`src/rtl/rpdt_pkg.sv`:
```
`default_nettype none
// ----------------------------------------------------------------------------
// rpdt_pkg
// Shared types and constants for the radio packet de-duplication table.
// ----------------------------------------------------------------------------
package rpdt_pkg;

	// Table geometry
	localparam int ENTRIES = 6;
	localparam int IDX_W   = (ENTRIES > 1) ? $clog2(ENTRIES) : 1;
	localparam logic [IDX_W-1:0] LAST_IDX = IDX_W'(ENTRIES - 1);

	// Field widths
	localparam int ID_W     = 8;
	localparam int SERIAL_W = 32;
	localparam int KEY_W    = 8;
	localparam int COUNT_W  = 8;
	localparam int TIME_W   = 32;
	localparam int EXPIRY_W = 16;
	localparam int FACTOR_W = 4;
	localparam int EXP_W    = 3;
	localparam int CFG_IDX_W  = 2;
	localparam int CFG_DATA_W = 16;

	// Constants
	localparam logic [ID_W-1:0]     RETIRED_ID   = 8'd254;
	localparam logic [EXPIRY_W-1:0] EXPIRY_RESET = 16'd500;
	localparam logic [FACTOR_W-1:0] FACTOR_RESET = 4'd3;
	localparam logic [EXP_W-1:0]    EXP_MAX      = 3'd7;

	// Command codes
	localparam logic CMD_PACKET = 1'b0;
	localparam logic CMD_SWEEP  = 1'b1;

	// Register indexes
	localparam logic [CFG_IDX_W-1:0] REG_EXPIRY = 2'd0;
	localparam logic [CFG_IDX_W-1:0] REG_FACTOR = 2'd1;

	// One table entry
	typedef struct packed {
		logic [ID_W-1:0]     last_id;
		logic [SERIAL_W-1:0] serial;
		logic [KEY_W-1:0]    key;
		logic [COUNT_W-1:0]  count;
		logic [TIME_W-1:0]   born_ms;
	} entry_t;

	// Memory access request
	typedef struct packed {
		logic            we;
		logic [IDX_W-1:0] waddr;
		logic            re;
		logic [IDX_W-1:0] raddr;
	} mem_req_t;

	// Sequencer states
	typedef enum logic [1:0] {
		ST_IDLE,
		ST_SCAN,
		ST_DRAIN,
		ST_FINISH
	} state_t;

endpackage

`default_nettype wire

```
`src/rtl/rpdt_mem.sv`:
```
`default_nettype none
// ----------------------------------------------------------------------------
// rpdt_mem
// Entry store: one write port, one registered read port, and a valid bit per
// entry so that entries never written read back as all zero.
// ----------------------------------------------------------------------------
module rpdt_mem
	import rpdt_pkg::*;
(
	input  wire logic     clk,
	input  wire logic     arst_n,
	input  wire mem_req_t req,
	input  wire entry_t   wdata,
	output entry_t        rdata
);

	entry_t             mem_q [ENTRIES];
	logic [ENTRIES-1:0] valid_q;
	entry_t             rd_data_q;
	logic               rd_valid_q;

	// Write entry storage
	always_ff @(posedge clk) begin
		if (req.we) begin
			mem_q[req.waddr] <= wdata;
		end
	end

	// Mark written entries valid
	always_ff @(posedge clk or negedge arst_n) begin
		if (!arst_n) begin
			valid_q <= '0;
		end else if (req.we) begin
			valid_q[req.waddr] <= 1'b1;
		end
	end

	// Register read data
	always_ff @(posedge clk) begin
		if (req.re) begin
			rd_data_q  <= mem_q[req.raddr];
			rd_valid_q <= valid_q[req.raddr];
		end
	end

	// Unwritten entries read as zero
	assign rdata = rd_valid_q ? rd_data_q : '0;

endmodule

`default_nettype wire

```
`src/rtl/radio_packet_dedup_table_unit.sv`:
```
`default_nettype none
// Each command scans the entry memory, one entry per cycle through its single
// read port, then passes a drain and a finish state; the result strobe follows
// the finish state. busy blocks new commands until then; start may be taken in
// the cycle the result is shown.
// Reset: asynchronous; registers return to 500 ms and factor 3, all entries
// read as zero. The receiver cannot stall; the result strobe is high for one cycle.
// ----------------------------------------------------------------------------
// radio_packet_dedup_table_unit
// Packet de-duplication table: matches packets on serial and key, starts new
// series or counts repeats, and retires stale series on a sweep command.
// ----------------------------------------------------------------------------
module radio_packet_dedup_table_unit
	import rpdt_pkg::*;
(
	input  wire logic                  clk,
	input  wire logic                  arst_n,
	input  wire logic                  start,
	output logic                       busy,
	input  wire logic                  cmd,
	input  wire logic [TIME_W-1:0]     now_ms,
	input  wire logic [ID_W-1:0]       packet_id,
	input  wire logic [SERIAL_W-1:0]   sender_serial,
	input  wire logic [KEY_W-1:0]      key_code,
	input  wire logic                  cfg_we,
	input  wire logic [CFG_IDX_W-1:0]  cfg_index,
	input  wire logic [CFG_DATA_W-1:0] cfg_data,
	output logic                       done,
	output logic [KEY_W-1:0]           key_out,
	output logic                       loss_detected,
	output logic [EXP_W-1:0]           expired_count
);

	state_t state_q, state_d;

	logic [EXPIRY_W-1:0] expiry_q;
	logic [FACTOR_W-1:0] factor_q;

	logic                cmd_q;
	logic [TIME_W-1:0]   now_q;
	logic [ID_W-1:0]     id_q;
	logic [SERIAL_W-1:0] serial_q;
	logic [KEY_W-1:0]    key_q;

	logic [IDX_W-1:0]    rd_addr_q;
	logic                rd_vld_s1;
	logic [IDX_W-1:0]    rd_idx_s1;

	logic                hit_found_q;
	logic [IDX_W-1:0]    hit_idx_q;
	logic [ID_W-1:0]     hit_id_q;
	logic [COUNT_W-1:0]  hit_cnt_q;
	logic [TIME_W-1:0]   hit_time_q;
	logic [IDX_W-1:0]    old_idx_q;
	logic [TIME_W-1:0]   old_time_q;

	logic                loss_q;
	logic [EXP_W-1:0]    exp_q;
	logic [KEY_W-1:0]    key_out_q;
	logic                done_q;

	logic                accept;
	logic                scan_rd;
	logic                finish;
	mem_req_t            req;
	entry_t              wdata;
	entry_t              rdata;

	logic                ent_match;
	logic                ent_older;
	logic                ent_active;
	logic [TIME_W-1:0]   ent_age;
	logic                ent_retire;
	logic [11:0]         ent_prod;
	logic [ID_W:0]       ent_need;
	logic                ent_loss;
	logic                new_series;
	logic                sweep_wr;

	assign accept = start && !busy;

	// Configuration registers
	always_ff @(posedge clk or negedge arst_n) begin
		if (!arst_n) begin
			expiry_q <= EXPIRY_RESET;
			factor_q <= FACTOR_RESET;
		end else if (cfg_we) begin
			case (cfg_index)
				REG_EXPIRY: expiry_q <= cfg_data;
				REG_FACTOR: factor_q <= cfg_data[FACTOR_W-1:0];
				default: ;
			endcase
		end
	end

	// Capture command on transfer
	always_ff @(posedge clk) begin
		if (accept) begin
			cmd_q    <= cmd;
			now_q    <= now_ms;
			id_q     <= packet_id;
			serial_q <= sender_serial;
			key_q    <= key_code;
		end
	end

	// Sequencer state
	always_ff @(posedge clk or negedge arst_n) begin
		if (!arst_n) begin
			state_q <= ST_IDLE;
		end else begin
			state_q <= state_d;
		end
	end

	// Next state
	always_comb begin
		state_d = state_q;
		case (state_q)
			ST_IDLE:   if (start) state_d = ST_SCAN;
			ST_SCAN:   if (rd_addr_q == LAST_IDX) state_d = ST_DRAIN;
			ST_DRAIN:  state_d = ST_FINISH;
			ST_FINISH: state_d = ST_IDLE;
			default:   state_d = ST_IDLE;
		endcase
	end

	// Sequencer outputs
	always_comb begin
		busy    = 1'b1;
		scan_rd = 1'b0;
		finish  = 1'b0;
		case (state_q)
			ST_IDLE:   busy    = 1'b0;
			ST_SCAN:   scan_rd = 1'b1;
			ST_DRAIN:  ;
			ST_FINISH: finish  = 1'b1;
			default:   busy    = 1'b1;
		endcase
	end

	// Advance read address; track which entry the read data belongs to
	always_ff @(posedge clk or negedge arst_n) begin
		if (!arst_n) begin
			rd_addr_q <= '0;
			rd_vld_s1 <= 1'b0;
		end else begin
			rd_vld_s1 <= scan_rd;
			if (accept) begin
				rd_addr_q <= '0;
			end else if (scan_rd) begin
				rd_addr_q <= rd_addr_q + 1'b1;
			end
		end
	end

	always_ff @(posedge clk) begin
		rd_idx_s1 <= rd_addr_q;
	end

	// Examine the entry just read
	assign ent_match  = (rdata.serial == serial_q) && (rdata.key == key_q);
	assign ent_older  = (rd_idx_s1 == '0) || (old_time_q > rdata.born_ms);
	assign ent_active = (rdata.last_id != RETIRED_ID) && (rdata.count != '0);
	assign ent_age    = now_q - rdata.born_ms;
	assign ent_retire = ent_active && (ent_age > {{(TIME_W-EXPIRY_W){1'b0}}, expiry_q});
	assign ent_prod   = {8'b0, factor_q} * {4'b0, rdata.count};
	assign ent_need   = {1'b0, rdata.last_id} + 9'd1;
	assign ent_loss   = ent_prod < {3'b0, ent_need};
	assign sweep_wr   = rd_vld_s1 && (cmd_q == CMD_SWEEP) && ent_retire;

	// Hold best candidates during a packet scan
	always_ff @(posedge clk or negedge arst_n) begin
		if (!arst_n) begin
			hit_found_q <= 1'b0;
		end else if (accept) begin
			hit_found_q <= 1'b0;
		end else if (rd_vld_s1 && (cmd_q == CMD_PACKET) && ent_match) begin
			hit_found_q <= 1'b1;
		end
	end

	always_ff @(posedge clk) begin
		if (rd_vld_s1 && (cmd_q == CMD_PACKET)) begin
			if (ent_match && !hit_found_q) begin
				hit_idx_q  <= rd_idx_s1;
				hit_id_q   <= rdata.last_id;
				hit_cnt_q  <= rdata.count;
				hit_time_q <= rdata.born_ms;
			end
			if (ent_older) begin
				old_idx_q  <= rd_idx_s1;
				old_time_q <= rdata.born_ms;
			end
		end
	end

	// Accumulate sweep results
	always_ff @(posedge clk or negedge arst_n) begin
		if (!arst_n) begin
			loss_q <= 1'b0;
			exp_q  <= '0;
		end else if (accept) begin
			loss_q <= 1'b0;
			exp_q  <= '0;
		end else if (sweep_wr) begin
			if (ent_loss) loss_q <= 1'b1;
			if (exp_q != EXP_MAX) exp_q <= exp_q + 1'b1;
		end
	end

	// Decide write-back at the end of a packet scan
	assign new_series = !hit_found_q || (id_q < hit_id_q);

	always_comb begin
		req.re    = scan_rd;
		req.raddr = rd_addr_q;
		req.we    = 1'b0;
		req.waddr = rd_idx_s1;
		wdata     = rdata;
		if (sweep_wr) begin
			req.we        = 1'b1;
			wdata.last_id = RETIRED_ID;
		end else if (finish && (cmd_q == CMD_PACKET)) begin
			req.we           = 1'b1;
			req.waddr        = hit_found_q ? hit_idx_q : old_idx_q;
			wdata.last_id    = id_q;
			wdata.serial     = serial_q;
			wdata.key        = key_q;
			wdata.count      = new_series ? COUNT_W'(1) : hit_cnt_q + 1'b1;
			wdata.born_ms    = new_series ? now_q : hit_time_q;
		end
	end

	rpdt_mem u_mem (
		.clk    (clk),
		.arst_n (arst_n),
		.req    (req),
		.wdata  (wdata),
		.rdata  (rdata)
	);

	// Result strobe and key
	always_ff @(posedge clk or negedge arst_n) begin
		if (!arst_n) begin
			done_q    <= 1'b0;
			key_out_q <= '0;
		end else begin
			done_q <= finish;
			if (finish) begin
				key_out_q <= ((cmd_q == CMD_PACKET) && new_series) ? key_q : '0;
			end
		end
	end

	assign done          = done_q;
	assign key_out       = key_out_q;
	assign loss_detected = loss_q;
	assign expired_count = exp_q;

`ifndef SYNTHESIS
	a_done_pulse: assert property (@(posedge clk) disable iff (!arst_n)
		done |=> !done) else $error("result strobe longer than one cycle");
	a_done_after_finish: assert property (@(posedge clk) disable iff (!arst_n)
		done |-> $past(state_q == ST_FINISH)) else $error("result without finish");
	a_no_write_idle: assert property (@(posedge clk) disable iff (!arst_n)
		(state_q == ST_IDLE) |-> !req.we) else $error("memory write while idle");
	a_packet_clean: assert property (@(posedge clk) disable iff (!arst_n)
		(done && (cmd_q == CMD_PACKET)) |-> (!loss_detected && (expired_count == '0)))
		else $error("packet result carries sweep fields");
	a_sweep_nokey: assert property (@(posedge clk) disable iff (!arst_n)
		(done && (cmd_q == CMD_SWEEP)) |-> (key_out == '0))
		else $error("sweep result carries a key");
`endif

endmodule

`default_nettype wire
```
`config.mk`:
```
export PLATFORM = sky130hd
export DESIGN_NAME = radio_packet_dedup_table_unit
export DESIGN_NICKNAME = d
export VERILOG_FILES = /design/src/rtl/rpdt_pkg.sv /design/src/rtl/rpdt_mem.sv /design/src/rtl/radio_packet_dedup_table_unit.sv
export SDC_FILE = /design/constraint.sdc
export NUM_CORES = 1
export LEC_CHECK = 0
export BUFFER_PORTS_ARGS = -buffer_cell sky130_fd_sc_hd__buf_2
export CAP_MARGIN = 20
export CORE_MARGIN = 2
export CORE_UTILIZATION = 35
export CTS_CLUSTER_SIZE = 12
export DETAILED_ROUTE_END_ITERATION = 7
export PLACE_DENSITY = 0.62
export REMOVE_ABC_BUFFERS = 1
export SLEW_MARGIN = 20
export SYNTH_ARGS = -nofsm -noshare
export SYNTH_HDL_FRONTEND = slang
export SYNTH_SLANG_ARGS = --single-unit
```
`constraint.sdc`:
```
create_clock -name clk -period 21.7 [get_ports clk]
set_input_delay 2.17 -clock clk [delete_from_list [all_inputs] [get_ports clk]]
set_output_delay 2.17 -clock clk [all_outputs]
set_load 0.02 [all_outputs]
```
# [Word-level counts from Yosys, hierarchy flattened]
# Memory sizes are Yosys's and may differ from the RTL's. A register that Yosys moved wholly into a read port is not among the register bits.
# Index checks and enable logic that the tools add are counted.
[word_totals] reg_bits=217 latchBits=0 mem_bits_rw=528 mem_bits_ro=0 input_bits=103 out_inout_bits=14 word_cells=115 mem_count=1
[classes] add_sub_neg=5 multipliers=1 div_mod_pow=0 magnitude_cmp=7 eq_ne=11 shifts=0 muxes=33 n_bitwise=2 reduce_logical=31
[memory_table] name="u_mem.mem_q" words=6 word_bits=88 rd=1 rd_ports_with_merged_regs=1 write_ports=1 line="rpdt_mem.sv:17" text="entry_t mem_q [ENTRIES];"
[ops] operator="$mux 88" n=2
[ops] operator="$mux 80" n=1
[ops] operator="$eq 32x32->1" n=1
[ops] operator="$gt 32x16->1" n=1
[ops] operator="$gt 32x32->1" n=1
[ops] operator="$mux 32" n=1
[ops] operator="$sub 32x32->32" n=1
[ops] operator="$mux 8" n=3
[ops] operator="$mux 3" n=7
[ops] operator="$reduce_and 2->1" n=7
[ops] operator="$mux 1" n=13
[ops] operator="$logic_and 1x1->1" n=12
[ops] operator="$lt 12x9->1" n=1
[ops] operator="$mul 4x8->12" n=1
[ops] operator="$reduce_bool 2->1" n=5
[ops] operator="$add 8x1->9 const B" n=1
[ops] operator="$add 8x1->8 const B" n=1
[ops] operator="$eq 8x8->1" n=1
[ops] operator="$lt 3x4->1 const B" n=2
[ops] operator="$lt 8x8->1" n=1
[ops] operator="$ne 8x8->1 const B" n=1
[ops] operator="$pmux 2 s4" n=1
[ops] operator="$reduce_bool 8->1" n=1
[ops] operator="$add 3x1->3 const B" n=2
[ops] operator="16 further kinds" n=22

# [Depth between registers and ports, before layout]
# Gate-level depths: netlist of the first run.
[logic_depth] depth_word=11 depth_mapped=25 ltp_nobuf=20

# [Cells and area by module]
# A second synthesis of the first run with hierarchy kept.
[unflattened] hier_cells=2428 area_unflattened_um2=37763.7
[by_module_without_submodules] module="rpdt_mem" instances=1 cells_per_inst=1046 area_per_inst_um2=23960.5 seq_area_each_um2=18677.9
[by_module_without_submodules] module="radio_packet_dedup_table_unit" instances=1 cells_per_inst=1382 area_per_inst_um2=13803.2 seq_area_each_um2=6085.8

# [Least setup slack after synthesis of the first run]
# No wires, ideal clock.
[synth_timing] path_type="flip-flop to flip-flop" from="register u_mem.rd_valid_q" to="memory u_mem.mem_q[4][0] (netlist name), enable pin" arrival_ns=8.468 t_required_ns=21.165 setup_slack_ns=12.697 stages_incl_launch_ff=24 n_path_buf=5 synth_period_minus_slack_ns=9.003 path_cell_list="edfxtp_1 -> clkbuf_1 -> clkbuf_1 -> clkbuf_1 -> clkbuf_1 -> buf_1 -> nand2_1 -> ha_1 -> and2_4 -> a221oi_2 -> a2111oi_2 -> or2_1 -> xor2_1 -> ha_1 -> nand4_1 -> nor3_1 -> a21boi_0 -> o31ai_1 -> and3_1 -> nand4_1 -> nor4_2 -> a31oi_4 -> a31oi_2 -> nor2_1"
[synth_between] elab_chain_cells=8
[synth_rtl] item="from (decl)" line="rpdt_mem.sv:20" text="logic rd_valid_q;"
[synth_rtl] item="from (signal assigned)" line="rpdt_mem.sv:42" text="rd_valid_q <= valid_q[req.raddr];"
[synth_rtl] item="$mux 88 *" line="rpdt_mem.sv:47" text="assign rdata = rd_valid_q ? rd_data_q : '0;"
[synth_rtl] item="$sub 32x32->32, or another cell as far along" line="radio_packet_dedup_table_unit.sv:165" text="assign ent_age = now_q - rdata.born_ms;"
[synth_rtl] item="$gt 32x16->1 or $logic_and 1x1->1 (tied branches)" line="radio_packet_dedup_table_unit.sv:166, radio_packet_dedup_table_unit.sv:164"
[synth_rtl] item="$logic_and 1x1->1 *" line="radio_packet_dedup_table_unit.sv:166" text="assign ent_retire = ent_active && (ent_age > {{(TIME_W-EXPIRY_W){1'b0}}, expiry_q});"
[synth_rtl] item="$logic_and 1x1->1 *" line="radio_packet_dedup_table_unit.sv:170" text="assign sweep_wr = rd_vld_s1 && (cmd_q == CMD_SWEEP) && ent_retire;"
[synth_rtl] item="$mux 1" line="radio_packet_dedup_table_unit.sv:221" text="if (sweep_wr) begin"
[synth_rtl] item="$mux 1" line="rpdt_mem.sv:24" text="if (req.we) begin"
[synth_rtl] item="$mux 1 (not written as such)" line="rpdt_mem.sv:25" text="mem_q[req.waddr] <= wdata;"
[synth_rtl] item="to (decl)" line="rpdt_mem.sv:17"
# Mark *: on every way between the ends. The rest lies on a longest branch, timed or not.

==> metrics.yaml, run 1 <==
drt:
  routed_wirelength_mm: 87.0
  wl_met1_mm: 38.3
  dr.pass1.iters: 6
  num_vias: 21425
  viasPerCell: 5.22
  initialDrtViolationCount: 2084
  drc: 0
  postRouteAntennaNets: 0
  wl_met2_mm: 42.1
  dr_wl_met3_mm: 4.77
  wl_per_cell_um: 21.2
  top_layer: "met4"
worst_setup_path:
  cp-start-kind: "flip-flop"
  path_max_fanout: 45
  cp_data_arrival_time_ns: 7.24
  required_ns: 22.02
  path_class: "flip-flop to flip-flop"
  end_kind: "flip-flop"
sta:
  fin_crit_ns: 6.92
  fin_hold_ws_ns: 0.476
  clock_skew_ns: 0.0499
  report.final.slew_viol_count: 0
  finalHoldViolCount: 0
  tns_ns: 0
  finalSetupViolCount: 0
  relSlewSlack_pct: 26.4
  worst_slew_pin_slew_ns: 1.10
  rsz0062_at_grt: "no"
  fmax_ghz: 0.145
  fin_crit_sh_pct: 31.9
synth:
  synth_warnings: 0
  async_flop_share_pct: 5.52
  mappedNetlistArea_um2: 36600
  ys_seq_area_share_pct: 67.6
  synth_top_cell_area_share_pct: 64.3
  yosysTopAreaCell: "edfxtp_1"
  ys.flop_type: "edfxtp_1"
  netlist_instances: 2531
  syn-mean-instance-area_um2: 14.5
  synth_edf_count: 784
  synth.top_cells.by_area: "edfxtp_1, mux4_2, ha_1, mux2i_1, dfrtp_1"
  synth-seq-cells: 833
  ys_types: 79
power_and_ir_drop:
  seq_power_share_pct: 41.7
  p_per_area_nw_per_um2: 146
  clockPowerShare_pct: 23.5
  leakage_nw: 14.7
  p_total_mw: 6.09
  peakVddDrop_v: 0.0000646
  switching_share_pct: 35.5
  combinationalPowerShare_pct: 34.8
  p_sw_mw: 2.16
  intPower_mw: 3.93
clock_tree:
  hold_buffers: 0
  cts_setup_buffers: 0
  cts.sinks: 833
  post_cts_resized: 0
  cts_buffers: 88
  clock_latency_ns: 0.68
  cts_tree: "yes"
  clk_pin_slew_ns: 0.06
  h-tree-depth: 3
  clockBufferDepth: 3
  root_buffer: "clkbuf_16"
cells_and_area:
  area.growth.synth_to_final_pct: 13.7
  final_util_pct: 40.2
  diodes: 0
  drive_gt1_share_pct: 15.0
  final_cells: 4101
  final_nets: 2895
place:
  dpl.hpwl_mm: 55.7
  port_buffers: 116
  gp_congestion: 0.852
  dp.cells: 3942
global_routing:
  grt_pass1_wl_mm: 132
  grt-ovfl-total: 0
  grt_max_degree: 79
  antenna_found_initial: 3
  grt_pass1_vias: 21389
  track_usage_pct: 16.2
worst_hold_path:
  hold_class: "flip-flop to flip-flop"
floorplan:
  rows: 118
  io_pins: 117
  core-area_um2: 104000
  initial_utilization_pct: 35.3
  die_h_um: 327
  dieArea_um2: 107000
  fp.dieW_um: 327
flow_run:
  cap_violations: 0
run_status:
  outcome: "completed"
## power by group through the flow
stage | clock network, mW | registers, mW | logic, mW
final | 1.43 | 2.54 | 2.12
after global routing | 1.52 | 2.57 | 2.37
after CTS | 1.47 | 2.54 | 2.14
after detailed placement | 0 | 2.57 | 2.13
after global placement | 0 | 2.57 | 2.10
after floorplan | 0 | 2.62 | 1.50
## routing by layer
metal / vias to the layer above / global-route usage, %
li1: 9864 / -
met1: 10846 / 21.9
met2: 608 / 27.0
met3: 107 / 2.06
met4: 0 / 5.09
met5: - / 0
## cells in the mapped netlist, types with 11 or more instances
master,number
a31oi_1,36
nor2b_1,13
clkbuf_1,80
buf_1,31
nor4_1,11
nor3_1,13
edfxtp_1,784
mux4_2,89
xor2_1,16
nand3_1,97
a21o_1,23
and3_1,16
o21ai_1,12
o31ai_1,13
o22ai_1,17
nand2_1,193
nand4_1,24
xnor2_1,33
a21oi_1,155
and2_1,17
fa_1,13
ha_1,124
inv_1,131
nor2_1,184
o21ai_0,115
mux2i_1,97
dfrtp_1,38
o21a_1,19
## cell type report
class                      count  area [um^2]
clock buffer                 116         2310
clock inverter                40          417
fill                        9535        62000
inverter                     131          494
multi-input combinational   1449        11000
sequential                   833        24800
tap                         1380         1730
timing repair buffer         152          908
## registers in the layout, summed over array words and instances, names as in the netlist, 16 cells and up
register and cells:
expiry_q 16, hit_time_q 32, now_q 32, old_time_q 32, serial_q 32, u_mem.mem_q 528
u_mem.rd_data_q 88
## cell usage in the layout, fill, tap and decap left out, types with 7 or more instances in the layout
master,count
o21ai_1,12
buf_4,32
ha_1,123
a31oi_1,36
mux2i_1,97
edfxtp_1,784
clkinv_1,14
nand2b_1,9
o21ai_0,115
nor2b_1,12
o21a_1,19
and2_1,17
nor4_1,10
buf_2,116
o22ai_1,17
dfrtp_1,35
o21bai_1,10
clkbuf_16,88
clkbuf_1,28
xor2_1,16
nand2_1,193
inv_1,130
dfstp_2,8
nor2_4,8
a21o_1,22
clkinv_2,12
a22oi_1,8
nor2_1,178
a21oi_1,154
xnor2_1,33
mux4_2,89
and3_1,16
nand4_1,24
nor3_1,13
nand3_1,97
fa_1,13
a21boi_0,7
o31ai_1,13
## per-stage QoR
step / cell area [um^2] / worst slack (ns)
floorplan: 36200 / 12.05
global placement: 38800 / 14.69
detailed placement: 38800 / 14.58
CTS: 41600 / 14.53
global route: 41600 / 14.29
finish: 41600 / 14.78
## critical path: stages, from the launching register on
cell	delay, ns
edfxtp_1	0.36
buf_4	0.31
and2_1	0.28
ha_1	0.23
fa_1	0.40
nand2b_1	0.19
a21oi_1	0.34
o21ai_0	0.15
and2_1	0.19
o21ai_0	0.19
xor2_1	0.10
ha_1	0.29
nand4_1	0.15
nor3_1	0.26
a21boi_0	0.21
o31ai_1	0.16
and3_1	0.22
nand4_1	0.10
nor4_2	0.06
a31oi_4	0.37
a31oi_2	0.26
nor2_4	0.69
buf_4	0.68
buf_12	0.30
## final timing paths
path	startpoint	end	slack [ns]	depth (start not counted)
hold / removal	u_mem.valid_q[3]	u_mem.valid_q[3]	0.48	1
setup reg to reg	u_mem.rd_valid_q	u_mem.mem_q[5][19]	14.78	23
hold reg to reg	u_mem.valid_q[3]	u_mem.valid_q[3]	0.48	1
setup / recovery	u_mem.rd_valid_q	u_mem.mem_q[5][19]	14.78	23
min in group asynchronous	arst_n	expired_count[1]	1.64	2
max in group asynchronous	arst_n	rd_addr_q[0]	19.44	2
## kinds of logic (layout without fill, tap and decap cells)
family | Yosys count | in the layout | synth area share, %
adders and majority gates | 137 | 137 | 4.95
DFF | 833 | 833 | 67.6
xor gates and xnor gates | 49 | 49 | 1.17
muxes | 193 | 193 | 8.35
buffers and inverters | 249 | 439 | 2.58
and+or+nand+nor | 601 | 601 | 7.42
AOI/OAI and AO/OA | 469 | 469 | 7.92
Note: power is estimated with default switching activity, not from simulation.
==> run 2: changes to the inputs <==
==> constraint.sdc (replaced) <==
create_clock -name clk -period 6.85 [get_ports clk]
set_input_delay 0.685 -clock clk [delete_from_list [all_inputs] [get_ports clk]]
set_output_delay 0.685 -clock clk [all_outputs]
set_load 0.02 [all_outputs]
==> metrics.yaml, run 2 (same netlist as run 1, synthesis figures left out) <==
place:
  port_buffers: 116  # unchanged
  dpl.hpwl_mm: 57.1  # +2.4%
  dp.cells: 3943  # +0.025%
  dpl_worst_slack_ns: 0.670  # -13.91 ns
  gp_congestion: 0.886  # +4.0%
worst_setup_path:
  cp-start-kind: "flip-flop"
  path_max_fanout: 32  # -29%
  required_ns: 7.18  # -14.84 ns
  path_class: "flip-flop to flip-flop"
  end_kind: "flip-flop"
  cp_data_arrival_time_ns: 6.53  # -0.71 ns
clock_tree:
  clk_pin_slew_ns: 0.06  # about the same
  cts_tree: "yes"
  hold_buffers: 0  # unchanged
  cts_buffers: 87  # -1.1%
  cts.sinks: 833  # unchanged
  h-tree-depth: 3  # unchanged
  clockBufferDepth: 3  # unchanged
  clock_latency_ns: 0.67  # about the same
  root_buffer: "clkbuf_16"
  cts_setup_buffers: 0  # unchanged
  post_cts_resized: 0  # unchanged
global_routing:
  grt_max_degree: 105  # +33%
  use_met3_pct: 2.26  # +0.20 points
  busiest_layer: "met2"
  track_usage_pct: 16.5  # +0.34 points
  use_met1_pct: 22.3  # +0.33 points
  grt_pass1_wl_mm: 134  # +1.4%
  grt_pass1_vias: 21330  # -0.28%
  gr-usage-met2_pct: 27.6  # +0.61 points
  antenna_found_initial: 6  # +3
  grt-ovfl-total: 0  # unchanged
cells_and_area:
  final_cell_mix: "edfxtp_1, nand2_1, nor2_1"
  largest_reg_flops: 528  # unchanged
  final_util_pct: 40.2  # about the same
  area.growth.synth_to_final_pct: 13.7  # about the same
  final_common_cell: "edfxtp_1"
  nFillCells: 9520  # -0.16%
  top_regs: "u_mem.mem_q (528), u_mem.rd_data_q (88)"
  drive_gt1_share_pct: 14.8  # -0.14 points
  largest-register: "u_mem.mem_q"
  seq_area_um2: 24800  # unchanged
  final_nets: 2892  # -0.10%
  final_cells: 4094  # -0.17%
  multi_input_area_um2: 11000  # +0.11%
drt:
  drc: 0  # unchanged
  dr.pass1.iters: 8  # +2
  viasPerCell: 5.28  # +1.1%
  num_vias: 21621  # +0.91%
  initialDrtViolationCount: 1858  # -11%
  routed_wirelength_mm: 89.3  # +2.7%
  postRouteAntennaNets: 0  # unchanged
  wl_per_cell_um: 21.8  # +2.8%
sta:
  fin_crit_ns: 6.20  # -0.714 ns
  relSlewSlack_pct: 30.9  # +4.5 points
  report.final.slew_viol_count: 0  # unchanged
  finalHoldViolCount: 0  # unchanged
  rsz0062_at_grt: "no"
  finalSetupViolCount: 0  # unchanged
  clock_skew_ns: 0.0361  # -0.0138 ns
  worst_slew_pin_slew_ns: 1.04  # -0.0680 ns
  setup_slack_ns: 0.646  # -14.14 ns
  fin_crit_sh_pct: 90.6  # +59 points
  fin_hold_ws_ns: 0.192  # -0.284 ns
  fmax_ghz: 0.161  # +12%
floorplan:
  initial_utilization_pct: 35.3  # unchanged
  io_pins: 117  # unchanged
  rows: 118  # unchanged
  dieArea_um2: 107000  # unchanged
  fp.dieW_um: 327  # unchanged
  core-area_um2: 104000  # unchanged
  die_h_um: 327  # unchanged
power_and_ir_drop:
  p_total_mw: 19.3  # +220%
  peakVddDrop_v: 0.000254  # +290%
  p_per_area_nw_per_um2: 464  # +220%
  leakage_nw: 14.7  # -0.28%
worst_hold_path:
  hold_class: "input pin to async pin"
run_status:
  outcome: "completed"
flow_run:
  cap_violations: 0  # unchanged
[run 2: critical path, cell delays in order, from the launching register on]
cell      delay [ns]
edfxtp_1        0.65
and2_1          0.31
ha_1            0.22
fa_1            0.40
nand2b_1        0.18
a21oi_1         0.35
o21ai_0         0.16
and2_1          0.19
o21ai_0         0.19
xor2_1          0.10
ha_1            0.28
nand4_1         0.16
nor3_1          0.29
a21boi_0        0.26
o31ai_1         0.18
and3_1          0.22
nand4_1         0.10
nor4_2          0.06
a31oi_4         0.29
a21oi_4         0.20
nor2_4          0.71
buf_12          0.30
[run 2: area by class of cell]
type	count	share of cell area, %
diodes	1	0.00601
clock buffers	118	5.56
clock inverters	32	0.806
inverters	131	1.19
multi-input cells	1449	26.5
flip-flops and latches	833	59.5
well taps	1380	4.15
repair buffers	150	2.31
[run 2: worst paths after layout]
kind / from / end / slack, ns / depth (start not counted)
setup reg to reg: u_mem.rd_valid_q / u_mem.mem_q[0][30] / 0.65 / 21
min in group clk: sender_serial[14] / serial_q[14] / 0.20 / 1
hold / removal: arst_n / done / 0.19 / 2
max in group asynchronous: arst_n / rd_addr_q[2] / 6.06 / 2
hold reg to reg: u_mem.valid_q[0] / u_mem.valid_q[0] / 0.48 / 1
setup / recovery: u_mem.rd_valid_q / u_mem.mem_q[0][30] / 0.65 / 21
[run 2: power by group]
part	leakage, nW	internal, mW	switching (mW)
logic	5.65	2.46	4.35
registers	7.78	7.46	0.627
clock network	1.27	2.49	1.94
total	14.7	12.4	6.92
[run 2: metrics by stage]
| step | TNS [ns] | area [um^2] |
|---|---|---|
| 2_1_floorplan | -1621.17 | 36200 |
| 3_3_place_gp | 0 | 39000 |
| 3_5_place_dp | 0 | 39000 |
| 4_1_cts | 0 | 41600 |
| 5_1_grt | 0 | 41600 |
| 6_report | 0 | 41600 |
[run 2: layer usage]
layer	part of all wire, %	vias to the layer above
met4	2.3	6
met5	0.053	-
met2	49	722
li1	-	9873
met1	43	10889
met3	5.8	131
